$ cat src/rtl/sirf_pkg.sv
package sirf_pkg;

  localparam int KindW = 2;
  localparam int RowW  = 3;
  localparam int ColW  = 3;
  localparam int PixW  = 8;
  localparam int OpW   = 2;

  typedef logic [KindW-1:0] kind_t;
  typedef logic [RowW-1:0]  row_t;
  typedef logic [ColW-1:0]  col_t;
  typedef logic [PixW-1:0]  pix_t;
  typedef logic [OpW-1:0]   op_t;

  localparam kind_t KIND_WRITE = 2'd0;
  localparam kind_t KIND_READ  = 2'd1;
  localparam kind_t KIND_XFORM = 2'd2;

  localparam op_t OP_ROT_CW    = 2'd0;
  localparam op_t OP_ROT_CCW   = 2'd1;
  localparam op_t OP_MIRROR_TB = 2'd2;
  localparam op_t OP_MIRROR_LR = 2'd3;

  // control from the main sequencer to the pair walker
  typedef struct packed {
    logic start;
    logic step;
    op_t  op;
  } walk_ctrl_t;

endpackage

$ cat src/rtl/sirf_in_if.sv
interface sirf_in_if;
  import sirf_pkg::*;

  logic  valid;
  logic  ready;
  kind_t kind;
  row_t  row;
  col_t  col;
  pix_t  pixel_in;
  op_t   transform_op;

  modport source (output valid, output kind, output row, output col, output pixel_in,
                  output transform_op, input ready);
  modport sink   (input valid, input kind, input row, input col, input pixel_in,
                  input transform_op, output ready);
endinterface

$ cat src/rtl/sirf_out_if.sv
interface sirf_out_if;
  import sirf_pkg::*;

  logic valid;
  logic ready;
  pix_t pixel_out;

  modport source (output valid, output pixel_out, input ready);
  modport sink   (input valid, input pixel_out, output ready);
endinterface

$ cat src/rtl/sirf_store.sv
module sirf_store #(
  parameter int Depth = 64,
  parameter int AddrW = 6
) (
  input  logic                 clk_i,
  input  logic                 we_i,
  input  logic [AddrW-1:0]     waddr_i,
  input  sirf_pkg::pix_t       wdata_i,
  input  logic [AddrW-1:0]     raddr_a_i,
  input  logic [AddrW-1:0]     raddr_b_i,
  output sirf_pkg::pix_t       rdata_a_o,
  output sirf_pkg::pix_t       rdata_b_o
);
  import sirf_pkg::*;

  pix_t mem [Depth];
  pix_t rdata_a_q;
  pix_t rdata_b_q;

  always_ff @(posedge clk_i) begin
    if (we_i) begin
      mem[waddr_i] <= wdata_i;
    end
    rdata_a_q <= mem[raddr_a_i];
    rdata_b_q <= mem[raddr_b_i];
  end

  assign rdata_a_o = rdata_a_q;
  assign rdata_b_o = rdata_b_q;

endmodule

$ cat src/rtl/sirf_walk.sv
module sirf_walk #(
  parameter int Size  = 8,
  parameter int AddrW = 6
) (
  input  logic                   clk_i,
  input  logic                   rst_ni,
  input  sirf_pkg::walk_ctrl_t   ctrl_i,
  output logic [AddrW-1:0]       addr_a_o,
  output logic [AddrW-1:0]       addr_b_o,
  output logic                   last_o
);
  import sirf_pkg::*;

  localparam int IdxW = $clog2(Size);
  localparam int Half = Size / 2;

  localparam logic [1:0] PH_TR = 2'd0;
  localparam logic [1:0] PH_LR = 2'd1;
  localparam logic [1:0] PH_TB = 2'd2;

  logic [1:0]      phase_q, phase_d;
  logic [1:0]      phase2_q, phase2_d;
  logic            two_q, two_d;
  logic [IdxW-1:0] r_q, r_d;
  logic [IdxW-1:0] c_q, c_d;

  logic            pass_end;
  logic [IdxW-1:0] r_nx, c_nx;

  always_comb begin
    pass_end = 1'b0;
    r_nx     = r_q;
    c_nx     = c_q + 1'b1;
    case (phase_q)
      PH_TR: begin
        pass_end = (r_q == IdxW'(Size - 2)) && (c_q == IdxW'(Size - 1));
        if (c_q == IdxW'(Size - 1)) begin
          r_nx = r_q + 1'b1;
          c_nx = IdxW'(r_q + 2'd2);
        end
      end
      PH_LR: begin
        pass_end = (r_q == IdxW'(Size - 1)) && (c_q == IdxW'(Half - 1));
        if (c_q == IdxW'(Half - 1)) begin
          r_nx = r_q + 1'b1;
          c_nx = '0;
        end
      end
      default: begin
        pass_end = (r_q == IdxW'(Half - 1)) && (c_q == IdxW'(Size - 1));
        if (c_q == IdxW'(Size - 1)) begin
          r_nx = r_q + 1'b1;
          c_nx = '0;
        end
      end
    endcase
  end

  assign last_o = pass_end && !two_q;

  always_comb begin
    phase_d  = phase_q;
    phase2_d = phase2_q;
    two_d    = two_q;
    r_d      = r_q;
    c_d      = c_q;
    if (ctrl_i.start) begin
      r_d = '0;
      case (ctrl_i.op)
        OP_ROT_CW: begin
          phase_d  = PH_TR;
          phase2_d = PH_LR;
          two_d    = 1'b1;
        end
        OP_ROT_CCW: begin
          phase_d  = PH_LR;
          phase2_d = PH_TR;
          two_d    = 1'b1;
        end
        OP_MIRROR_TB: begin
          phase_d = PH_TB;
          two_d   = 1'b0;
        end
        default: begin
          phase_d = PH_LR;
          two_d   = 1'b0;
        end
      endcase
      c_d = (phase_d == PH_TR) ? IdxW'(1) : '0;
    end else if (ctrl_i.step) begin
      if (pass_end) begin
        // move on to the second pass of a rotation
        phase_d = phase2_q;
        two_d   = 1'b0;
        r_d     = '0;
        c_d     = (phase2_q == PH_TR) ? IdxW'(1) : '0;
      end else begin
        r_d = r_nx;
        c_d = c_nx;
      end
    end
  end

  always_ff @(posedge clk_i or negedge rst_ni) begin
    if (!rst_ni) begin
      phase_q  <= PH_TR;
      phase2_q <= PH_TR;
      two_q    <= 1'b0;
      r_q      <= '0;
      c_q      <= '0;
    end else begin
      phase_q  <= phase_d;
      phase2_q <= phase2_d;
      two_q    <= two_d;
      r_q      <= r_d;
      c_q      <= c_d;
    end
  end

  always_comb begin
    addr_a_o = AddrW'(int'(r_q) * Size + int'(c_q));
    case (phase_q)
      PH_TR:   addr_b_o = AddrW'(int'(c_q) * Size + int'(r_q));
      PH_LR:   addr_b_o = AddrW'(int'(r_q) * Size + (Size - 1 - int'(c_q)));
      default: addr_b_o = AddrW'((Size - 1 - int'(r_q)) * Size + int'(c_q));
    endcase
  end

  // a pair is never swapped with itself
  a_pair_distinct: assert property (@(posedge clk_i) disable iff (!rst_ni)
    ctrl_i.step |-> (addr_a_o != addr_b_o))
    else $error("walker produced a pair with equal addresses");

  a_second_pass: assert property (@(posedge clk_i) disable iff (!rst_ni)
    (ctrl_i.step && pass_end && two_q && !ctrl_i.start) |=> (!two_q && r_q == '0))
    else $error("second pass did not restart at the first row");

  a_last_single: assert property (@(posedge clk_i) disable iff (!rst_ni)
    last_o |-> !two_q)
    else $error("last pair flagged while a pass is still pending");

endmodule

$ cat src/rtl/square_image_rotate_flip.sv
// Square pixel store with in-place rotate and mirror.
//
// Input channel in_i carries one beat per command: kind selects a pixel
// write, a pixel read or a whole-image transform (transform_op picks rotate
// clockwise, rotate counter-clockwise, mirror top-bottom or mirror
// left-right). Only reads give a beat on out_o, carrying pixel_out; a read
// outside the square returns zero, a write outside it is dropped.
// A read gives a registered result. A transform swaps pixel pairs through
// one store with two read ports and one write port, each pair in the states
// ST_X_RD, ST_X_WA and ST_X_WB: a mirror swaps Size*(Size/2) pairs and a
// rotation adds Size*(Size-1)/2 pairs for the transpose.
// After reset the store is swept to zero, one entry a cycle, and in_i.ready
// stays low until the sweep ends.
// A result waits in the output register while out_o is stalled; writes and
// transforms keep being taken, and a further read is taken but waits, with
// in_i.ready low, until the pending result has left.
module square_image_rotate_flip #(
  parameter int Size = 8
) (
  input  logic        clk_i,
  input  logic        rst_ni,
  sirf_in_if.sink     in_i,
  sirf_out_if.source  out_o
);
  import sirf_pkg::*;

  localparam int Depth = Size * Size;
  localparam int AddrW = $clog2(Depth);

  localparam logic [2:0] ST_CLEAR   = 3'd0;
  localparam logic [2:0] ST_IDLE    = 3'd1;
  localparam logic [2:0] ST_RD_WAIT = 3'd2;
  localparam logic [2:0] ST_X_RD    = 3'd3;
  localparam logic [2:0] ST_X_WA    = 3'd4;
  localparam logic [2:0] ST_X_WB    = 3'd5;

  logic [2:0]       state_q, state_d;
  logic [AddrW-1:0] clr_q, clr_d;
  logic [AddrW-1:0] addr_q, addr_d;
  logic             zero_q, zero_d;
  pix_t             tmp_q, tmp_d;
  pix_t             pixel_q, pixel_d;
  logic             out_valid_q, out_valid_d;

  logic             accept;
  logic             in_square;
  logic [AddrW-1:0] in_addr;

  logic             mem_we;
  logic [AddrW-1:0] mem_waddr;
  pix_t             mem_wdata;
  logic [AddrW-1:0] raddr_a;
  pix_t             rdata_a, rdata_b;

  walk_ctrl_t       walk_ctrl;
  logic [AddrW-1:0] walk_addr_a, walk_addr_b;
  logic             walk_last;

  assign in_i.ready = (state_q == ST_IDLE);
  assign accept     = in_i.valid && in_i.ready;
  assign in_square  = (int'(in_i.row) < Size) && (int'(in_i.col) < Size);
  assign in_addr    = AddrW'(int'(in_i.row) * Size + int'(in_i.col));

  assign out_o.valid     = out_valid_q;
  assign out_o.pixel_out = pixel_q;

  always_comb begin
    state_d     = state_q;
    clr_d       = clr_q;
    addr_d      = addr_q;
    zero_d      = zero_q;
    tmp_d       = tmp_q;
    pixel_d     = pixel_q;
    out_valid_d = out_valid_q && !out_o.ready;
    mem_we      = 1'b0;
    mem_waddr   = walk_addr_a;
    mem_wdata   = rdata_b;
    raddr_a     = walk_addr_a;
    walk_ctrl   = '{start: 1'b0, step: 1'b0, op: in_i.transform_op};

    case (state_q)
      ST_CLEAR: begin
        mem_we    = 1'b1;
        mem_waddr = clr_q;
        mem_wdata = '0;
        clr_d     = clr_q + 1'b1;
        if (clr_q == AddrW'(Depth - 1)) begin
          state_d = ST_IDLE;
        end
      end
      ST_IDLE: begin
        raddr_a = in_addr;
        if (accept) begin
          case (in_i.kind)
            KIND_WRITE: begin
              mem_we    = in_square;
              mem_waddr = in_addr;
              mem_wdata = in_i.pixel_in;
            end
            KIND_READ: begin
              addr_d  = in_addr;
              zero_d  = !in_square;
              state_d = ST_RD_WAIT;
            end
            KIND_XFORM: begin
              walk_ctrl.start = 1'b1;
              state_d         = ST_X_RD;
            end
            default: begin
            end
          endcase
        end
      end
      ST_RD_WAIT: begin
        // hold the address so the read data stays put while out_o is full
        raddr_a = addr_q;
        if (!out_valid_q || out_o.ready) begin
          pixel_d     = zero_q ? '0 : rdata_a;
          out_valid_d = 1'b1;
          state_d     = ST_IDLE;
        end
      end
      ST_X_RD: begin
        state_d = ST_X_WA;
      end
      ST_X_WA: begin
        mem_we    = 1'b1;
        mem_waddr = walk_addr_a;
        mem_wdata = rdata_b;
        tmp_d     = rdata_a;
        state_d   = ST_X_WB;
      end
      ST_X_WB: begin
        mem_we         = 1'b1;
        mem_waddr      = walk_addr_b;
        mem_wdata      = tmp_q;
        walk_ctrl.step = 1'b1;
        state_d        = walk_last ? ST_IDLE : ST_X_RD;
      end
      default: begin
        state_d = ST_IDLE;
      end
    endcase
  end

  always_ff @(posedge clk_i or negedge rst_ni) begin
    if (!rst_ni) begin
      state_q     <= ST_CLEAR;
      clr_q       <= '0;
      out_valid_q <= 1'b0;
    end else begin
      state_q     <= state_d;
      clr_q       <= clr_d;
      out_valid_q <= out_valid_d;
    end
  end

  always_ff @(posedge clk_i) begin
    addr_q  <= addr_d;
    zero_q  <= zero_d;
    tmp_q   <= tmp_d;
    pixel_q <= pixel_d;
  end

  sirf_store #(
    .Depth (Depth),
    .AddrW (AddrW)
  ) u_store (
    .clk_i     (clk_i),
    .we_i      (mem_we),
    .waddr_i   (mem_waddr),
    .wdata_i   (mem_wdata),
    .raddr_a_i (raddr_a),
    .raddr_b_i (walk_addr_b),
    .rdata_a_o (rdata_a),
    .rdata_b_o (rdata_b)
  );

  sirf_walk #(
    .Size  (Size),
    .AddrW (AddrW)
  ) u_walk (
    .clk_i    (clk_i),
    .rst_ni   (rst_ni),
    .ctrl_i   (walk_ctrl),
    .addr_a_o (walk_addr_a),
    .addr_b_o (walk_addr_b),
    .last_o   (walk_last)
  );

  a_rd_no_write: assert property (@(posedge clk_i) disable iff (!rst_ni)
    (state_q == ST_RD_WAIT) |-> !mem_we)
    else $error("store written while a read result is pending");

  a_rd_held: assert property (@(posedge clk_i) disable iff (!rst_ni)
    (state_q == ST_RD_WAIT && out_valid_q && !out_o.ready) |=> (state_q == ST_RD_WAIT))
    else $error("read result left the wait state while the output was full");

  a_xform_done: assert property (@(posedge clk_i) disable iff (!rst_ni)
    (state_q == ST_X_WB && walk_last) |=> (state_q == ST_IDLE))
    else $error("transform did not end after its last pair");

  a_swap_addr: assert property (@(posedge clk_i) disable iff (!rst_ni)
    (state_q == ST_X_WB) |-> (mem_waddr == $past(walk_addr_b) && $past(state_q) == ST_X_WA))
    else $error("second write of a swap went to a different pair");

endmodule

$ cat src/flat_wrapper.sv
// flat-port wrapper written by rule: the top's interface ports become plain ports
module square_image_rotate_flip_flat import sirf_pkg::*;
#(
  parameter int Size = 8
)
  (clk_i, rst_ni, in_i_valid, in_i_kind, in_i_row, in_i_col, in_i_pixel_in, in_i_transform_op, in_i_ready, out_o_valid, out_o_pixel_out, out_o_ready);
  sirf_in_if in_i_i ();
  sirf_out_if out_o_i ();
  input  logic clk_i;
  input  logic rst_ni;
  input wire logic [$bits(in_i_i.valid)-1:0] in_i_valid;
  input wire logic [$bits(in_i_i.kind)-1:0] in_i_kind;
  input wire logic [$bits(in_i_i.row)-1:0] in_i_row;
  input wire logic [$bits(in_i_i.col)-1:0] in_i_col;
  input wire logic [$bits(in_i_i.pixel_in)-1:0] in_i_pixel_in;
  input wire logic [$bits(in_i_i.transform_op)-1:0] in_i_transform_op;
  output wire logic [$bits(in_i_i.ready)-1:0] in_i_ready;
  output wire logic [$bits(out_o_i.valid)-1:0] out_o_valid;
  output wire logic [$bits(out_o_i.pixel_out)-1:0] out_o_pixel_out;
  input wire logic [$bits(out_o_i.ready)-1:0] out_o_ready;
  assign in_i_i.valid = in_i_valid;
  assign in_i_i.kind = in_i_kind;
  assign in_i_i.row = in_i_row;
  assign in_i_i.col = in_i_col;
  assign in_i_i.pixel_in = in_i_pixel_in;
  assign in_i_i.transform_op = in_i_transform_op;
  assign in_i_ready = in_i_i.ready;
  assign out_o_valid = out_o_i.valid;
  assign out_o_pixel_out = out_o_i.pixel_out;
  assign out_o_i.ready = out_o_ready;
  square_image_rotate_flip #(.Size(Size)) u_core (.clk_i(clk_i), .rst_ni(rst_ni), .in_i(in_i_i), .out_o(out_o_i));
endmodule
$ cat config.mk
export PLATFORM = sky130hd
export DESIGN_NAME = square_image_rotate_flip_flat
export DESIGN_NICKNAME = d
export VERILOG_FILES = /design/src/rtl/sirf_pkg.sv /design/src/rtl/sirf_in_if.sv /design/src/rtl/sirf_out_if.sv /design/src/rtl/sirf_store.sv /design/src/rtl/sirf_walk.sv /design/src/rtl/square_image_rotate_flip.sv /design/src/flat_wrapper.sv
export SDC_FILE = /design/constraint.sdc
export NUM_CORES = 1
export LEC_CHECK = 0
export BUFFER_PORTS_ARGS = -buffer_cell sky130_fd_sc_hd__buf_2
export CAP_MARGIN = 20
export CORE_AREA = 2 2 217 219
export CTS_BUF_LIST = sky130_fd_sc_hd__clkbuf_2 sky130_fd_sc_hd__clkbuf_4 sky130_fd_sc_hd__clkbuf_8
export CTS_CLUSTER_SIZE = 14
export DETAILED_ROUTE_END_ITERATION = 8
export DIE_AREA = 0 0 219 221
export PLACE_DENSITY = 0.77
export SKIP_LAST_GASP = 1
export SLEW_MARGIN = 20
export SYNTH_ARGS = -nofsm -noshare
export SYNTH_HDL_FRONTEND = slang
export SYNTH_HIERARCHICAL = 1
export SYNTH_SLANG_ARGS = --single-unit
$ cat constraint.sdc
create_clock -name clk_i -period 2.8 [get_ports clk_i]
set_input_delay 0.7 -clock clk_i [delete_from_list [all_inputs] [get_ports clk_i]]
set_output_delay 0.7 -clock clk_i [all_outputs]
set_load 0.01 [all_outputs]
==> flow_metrics.py, run 1 <==
metrics = {
    "route": {
        "vias_per_cell": 6.99,
        "antenna_left": 0,
        "first_pass_iters": 6,
        "wl_per_cell_um": 31.8,
        "drtIter0Drc": 2830,
        "via_count": 17700,
        "drc_errors": 0,
        "totalWireLength_mm": 80.4,
    },
    "yosys": {
        "yosysWarnings": 6,
        "ys_seq_area_share_pct": 62.8,
        "syn_inst": 1447,
        "avgSynthCellArea_um2": 18.5,
        "synth_ff_type": "edfxtp_1",
        "synth-seq-cells": 570,
        "ys_types": 71,
        "synthArstFlopShare_pct": 3.51,
        "synthesis.area_mm2": 0.0268,
        "synth-edff-count": 534,
        "synthesis.nets": 1478,
    },
    "die": {
        "rows": 79,
        "pin_count": 32,
        "coreArea_mm2": 0.0461,
        "die_area_mm2": 0.0484,
        "dieWidth_um": 219,
        "fp.dieH_um": 221,
        "start_util_pct": 58.3,
    },
    "clock_network": {
        "root_buffer": "clkbuf_8",
        "clock_sinks": 570,
        "clkTransAtPathRegs_ps": 70,
        "numCtsBuffers": 92,
        "h-tree-depth": 3,
        "clk_latency_ps": 710,
        "cts_tree": "done",
        "clock_path_buffers": 3,
    },
    "critical_path": {
        "cp_num_cells": 14,
        "cp-endpoint": "u_core/u_store/rdata_a_o[6]$_DFF_P_",
        "cp-startpoint": "u_core/state_q[0]$_DFFE_PN0P_",
        "criticalPathCategory": "reg2reg",
        "reg2reg_slack_ps": -230,
        "crit_path_frequent_cell": "buf_12",
        "cp_slowest_cell": "mux4_2",
        "worstPathCellList": "nor2b_4 -> buf_6 -> o21bai_4 -> o2bb2ai_4 -> buf_12 -> buf_12 -> buf_16 -> buf_12 -> buf_4 -> mux4_2 -> mux2i_1 -> nand2_1 -> a21oi_2 -> o21ai_1",
        "endpoint_kind": "flip-flop",
        "slowest_delay_ps": 520,
        "timing.rr.start": "u_core/state_q[0]$_DFFE_PN0P_",
        "r2r_cells": 14,
        "path_delay_family": "buffers and inverters",
        "reg2reg_to": "u_core/u_store/rdata_a_o[6]$_DFF_P_",
        "critPathArrivalTime_ps": 3610,
        "start_kind": "flip-flop",
        "critPathBufInv": 6,
        "crit_fanout": 7,
        "crit_required_ps": 3380,
    },
    "job": {
        "max_cap_viol_count": 0,
    },
    "placement": {
        "gp_congestion": 0.951,
        "io_buffer_count": 31,
        "detailed_place_hpwl_mm": 49.0,
        "dp_cells": 2268,
    },
    "grt": {
        "grt_pass1_vias": 17400,
        "grt_max_degree": 65,
        "track_usage_pct": 31.8,
        "grt_pass1_wl_mm": 111,
        "overflow": 0,
        "antenna_found_initial": 0,
    },
    "final_layout": {
        "layout-drive-gt1-share_pct": 52.4,
        "final_cells": 2526,
        "seq_area_mm2": 0.0169,
        "nFillCells": 2519,
        "multi_input_area_mm2": 0.0104,
        "layout_common_cells": "edfxtp_1, mux4_2, buf_4, clkbuf_8, buf_6",
        "areaGrowthSynthToFinish_pct": 26.7,
        "fin_nets": 1872,
        "final_common_cell": "edfxtp_1",
    },
    "worst_hold_path": {
        "hold_path.class": "in2reg",
    },
    "sta": {
        "period_needed_ps": 3030,
        "skew_ps": 38.6,
        "setup_viol": 316,
        "timing.fmax_ghz": 0.330,
        "tightest_slew_ps": 585,
        "hold_viol_final": 0,
        "setup_slack_ps": -230,
        "slew_headroom_pct": 60.9,
        "drv_slew": 0,
        "rsz0062_at_grt": "true",
        "post-route-period-util_pct": 108,
    },
    "status": {
        "violations": "setup timing",
        "run_status": "finished, violations left",
    },
}
logic make-up after synthesis:
family,Yosys count,synth area share (%)
adder cells (fa/ha/maj),9,0.420
XOR/XNOR,7,0.228
AND/OR/NAND/NOR,220,4.08
flip-flops,570,62.8
AO/OA/AOI/OAI,175,4.86
buffers and inverters,126,2.29
multiplexers,340,25.3
stage by stage:
step | util (%) | setup slack (ps) | hold slack (ps) | TNS, ps | cell area [µm²]
2_1_floorplan | - | -80.3 | 404 | -11000 | 27000
6_report | 73.8 | -230 | 232 | -14010 | 34000
5_1_grt | 73.8 | -272 | 227 | -33350 | 34000
3_5_place_dp | 65.0 | -401 | 477 | -73550 | 30000
4_1_cts | 70.6 | -68.6 | 193 | -1710 | 32500
3_3_place_gp | 65.0 | -401 | 477 | -47640 | 30000
worst reg2reg max path, stage by stage (launching register included):
cell	delay (ps)
dfrtp_1	420
nor2b_4	160
buf_6	130
o21bai_4	160
o2bb2ai_4	170
buf_12	190
buf_12	160
buf_16	150
buf_12	140
buf_4	120
mux4_2	520
mux2i_1	240
nand2_1	120
a21oi_2	160
o21ai_1	90
what timing repair did:
action,CTS,global route
setup buffers,25,58
gates cloned,6,1
resized for setup,99,256
endpoints found under the hold margin,20,0
hold buffers,1,0
endpoints found under the setup margin,515,530
pin swaps,15,57
synth_stat cells (all sizes together) (11+ instances only):
cell,n,share of area [%]
mux2i,66,2.5
nand2b,11,0.28
nor2,86,1.2
o22ai,20,0.47
dfxtp,16,1.2
nand3,30,0.56
buf,68,1.5
a21oi,19,0.35
inv,18,0.25
a221o,14,0.52
a22oi,25,0.70
clkbuf,40,0.56
mux4,270,23
nand2,37,0.52
edfxtp,534,60
nor2b,14,0.36
dfrtp,20,1.9
o21ai,29,0.54
per-layer routing:
| layer | up-vias | part of all wire [%] | global-route usage, % |
|---|---|---|---|
| met5 | - | 0 | 0 |
| met4 | 0 | 5.3 | 14.2 |
| met3 | 306 | 13 | 8.18 |
| met2 | 1410 | 48 | 49.4 |
| met1 | 8983 | 34 | 43.0 |
| li1 | 6969 | - | - |
cell type report:
type / count / area share (%)
inverter: 18 / 0.199
multi-input combinational: 751 / 30.5
antenna: 2 / 0.0147
clock buffer: 120 / 4.42
tap: 607 / 2.23
sequential: 570 / 49.6
timing repair buffer: 408 / 12.2
clock inverter: 50 / 0.876
worst min-delay path by stage:
stage,start,endpoint,slack (ps),depth (start not counted)
5_1_grt,in_i_row[1],u_core/addr_q[4]$_DFFE_PP_,230,1
3_3_place_gp,u_core/u_walk/two_q$_DFFE_PN0P_,u_core/u_walk/two_q$_DFFE_PN0P_,480,1
2_1_floorplan,rst_ni,u_core/clr_q[0]$_DFFE_PN0N_,400,0
6_report,in_i_transform_op[1],u_core/u_walk/two_q$_DFFE_PN0P_,230,2
3_5_place_dp,u_core/u_walk/two_q$_DFFE_PN0P_,u_core/u_walk/two_q$_DFFE_PN0P_,480,1
4_1_cts,in_i_transform_op[1],u_core/u_walk/two_q$_DFFE_PN0P_,190,2
state kept, by name, indices dropped and copies added, names as in the netlist, 2 cells and up:
signal and flops:
u_core/u_store/mem 512, u_core/addr_q 6, u_core/u_store/rdata_a_o 8, u_core/clr_q 6, u_core/u_walk/phase_q 2, u_core/tmp_q 8, u_core/u_store/rdata_b_o 8, u_core/u_walk/r_q 3
u_core/u_walk/c_q 3, u_core/state_q 3, u_core/out_o.pixel_out 8
Power of run 1 is not shown: default switching activity piles up to over one toggle a cycle in this logic, so the estimate is an artifact.
==> run 2: changes to the inputs <==
CORE_AREA = 2 2 213 215   (was 2 2 217 219)
DIE_AREA = 0 0 215 217   (was 0 0 219 221)
clock period = 3 ns   (was 2.8 ns; I/O delays follow)
==> run 2 against run 1 <==
Compared with the run above:
- the run now ends clean
- final cell count fell by 4.8%
- first-iteration DRC count fell by 4.7%
- sequential cell count stayed put
- fmax up 1.6%
- register-to-register slack improved by 250 ps
- critical endpoint is now u_core/u_store/mem[61][5]$_DFFE_PP_
- highest routed layer unchanged
==> flow_metrics.py, run 2 (synthesized netlist as in run 1, its figures left out) <==
metrics = {
    "placement": {
        "gp_congestion": 0.930,
        "io_buffer_count": 31,
        "dp_cells": 2210,
        "dp_slack_ps": -260,
        "post_dp_cell_area_mm2": 0.0294,
        "detailed_place_hpwl_mm": 48.7,
    },
    "grt": {
        "track_usage_pct": 31.4,
        "grt_pass1_wl_mm": 106,
        "grt_pass1_vias": 16600,
        "antenna_found_initial": 0,
        "overflow": 0,
        "grt_max_degree": 68,
    },
    "sta": {
        "hold_viol_final": 0,
        "rsz0062_at_grt": "true",
        "post-route-period-util_pct": 99.4,
        "period_needed_ps": 2980,
        "setup_viol": 0,
        "timing.fmax_ghz": 0.335,
        "holdWs_ps": 50.3,
        "setup_slack_ps": 17.7,
        "skew_ps": 21.3,
        "tightest_slew_ps": 724,
        "slew_headroom_pct": 51.3,
        "drv_slew": 0,
    },
    "die": {
        "die_area_mm2": 0.0467,
        "dieWidth_um": 215,
        "coreArea_mm2": 0.0447,
        "rows": 78,
        "fp.dieH_um": 217,
        "start_util_pct": 60.0,
        "pin_count": 32,
    },
    "route": {
        "antenna_left": 0,
        "m1WireLength_mm": 26.4,
        "drtIter0Drc": 2697,
        "top_layer": "met4",
        "via_count": 16800,
        "dr_wl_met2_mm": 35.3,
        "wl_per_cell_um": 30.7,
        "vias_per_cell": 7.00,
        "first_pass_iters": 8,
        "met3WireLength_mm": 9.44,
        "drc_errors": 0,
        "totalWireLength_mm": 73.9,
    },
    "status": {
        "run_status": "complete, no violations",
    },
    "final_layout": {
        "largest_reg_flops": 512,
        "diodes": 0,
        "stdcell_area_mm2": 0.0318,
        "layout_common_cells": "edfxtp_1, mux4_2, buf_4, clkbuf_8, nor2_1",
        "final_common_cell": "edfxtp_1",
        "areaGrowthSynthToFinish_pct": 18.6,
        "regMostFlops": "u_core/u_store/mem",
        "fin_nets": 1768,
        "layout-drive-gt1-share_pct": 43.6,
        "final_cells": 2406,
    },
    "clock_network": {
        "cts_tree": "done",
        "clk_latency_ps": 670,
        "clkTransAtPathRegs_ps": 70,
        "postCtsHoldBufs": 0,
        "root_buffer": "clkbuf_8",
        "h-tree-depth": 3,
        "clock_path_buffers": 3,
        "clock_sinks": 570,
        "numCtsBuffers": 89,
    },
    "critical_path": {
        "criticalPathCategory": "reg2reg",
        "reg2reg_slack_ps": 20,
        "cp-endpoint": "u_core/u_store/mem[61][5]$_DFFE_PP_",
        "crit_required_ps": 3370,
        "critPathArrivalTime_ps": 3350,
        "endpoint_kind": "flip-flop",
        "r2r_cells": 13,
        "cp-startpoint": "u_core/u_walk/phase_q[1]$_DFFE_PN0P_",
        "start_kind": "flip-flop",
        "timing.rr.start": "u_core/u_walk/phase_q[1]$_DFFE_PN0P_",
        "reg2reg_to": "u_core/u_store/mem[61][5]$_DFFE_PP_",
        "crit_fanout": 6,
    },
    "worst_hold_path": {
        "hold_path.class": "in2async",
    },
    "job": {
        "max_cap_viol_count": 0,
    },
}
## run 2: cell types whose count changed in the layout (fill, tap and decap cells not counted), moves of 7 or more
cell,previous run,this run
mux2i_2,10,3
nor2_2,15,6
o221ai_1,2,10
buf_6,81,10
o21ai_2,10,2
buf_12,44,25
nor2_1,27,79
nor2_4,44,1
buf_8,11,3
o21ai_0,8,19
mux2i_1,54,62
nand3_1,20,27
o221ai_2,8,0
## run 2: critical path: stages (launching register included)
cell	delay, ps
dfrtp_1	410
nor2_4	160
ha_1	180
a211oi_2	60
a21oi_4	240
buf_4	160
nand3_1	80
a21oi_2	190
a221o_1	270
buf_4	190
nand3_1	140
buf_4	220
nor2_1	170
buf_4	210
## run 2: cell type report
type	count	area, µm²
inverters	18	67.6
multi-input cells	751	9660
clock inverters	46	324
well taps	600	751
clock buffers	114	1430
flip-flops and latches	570	16900
repair buffers	307	2750
fillers	2647	12900
## run 2: through the flow
step           TNS [ps]  util (%)
2_1_floorplan         0         -
6_report              0      71.2
5_1_grt           -2280      71.2
4_1_cts               0      70.0
3_3_place_gp      -1700      65.8
3_5_place_dp      -6620      65.8
## run 2: routing by layer
layer | up-vias | GRT usage (%)
li1 | 6744 | -
met1 | 8608 | 43.4
met2 | 1302 | 49.1
met3 | 177 | 7.84
met4 | 0 | 12.6
met5 | - | 0
## run 2: how the worst min path moves through the flow
stage	from	endpoint	slack, ps
4_1_cts	rst_ni	u_core/u_walk/c_q[1]$_DFFE_PN0P_	40
5_1_grt	rst_ni	u_core/state_q[2]$_DFFE_PN0P_	70
6_report	rst_ni	u_core/state_q[2]$_DFFE_PN0P_	50
2_1_floorplan	u_core/u_store/rdata_a_o[0]$_DFF_P_	u_core/out_o.pixel_out[0]$_DFFE_PP_	400
3_5_place_dp	u_core/u_walk/two_q$_DFFE_PN0P_	u_core/u_walk/two_q$_DFFE_PN0P_	480
3_3_place_gp	u_core/u_walk/two_q$_DFFE_PN0P_	u_core/u_walk/two_q$_DFFE_PN0P_	470
## run 2: timing repair
item                                    in CTS  in global routing
endpoints found under the setup margin     230                324
gates resized for setup                     12                 55
cloned                                       1                  6
setup buffers                                3                 30
pin swaps                                    3                  9
Power of run 2 is left out for the same reason.
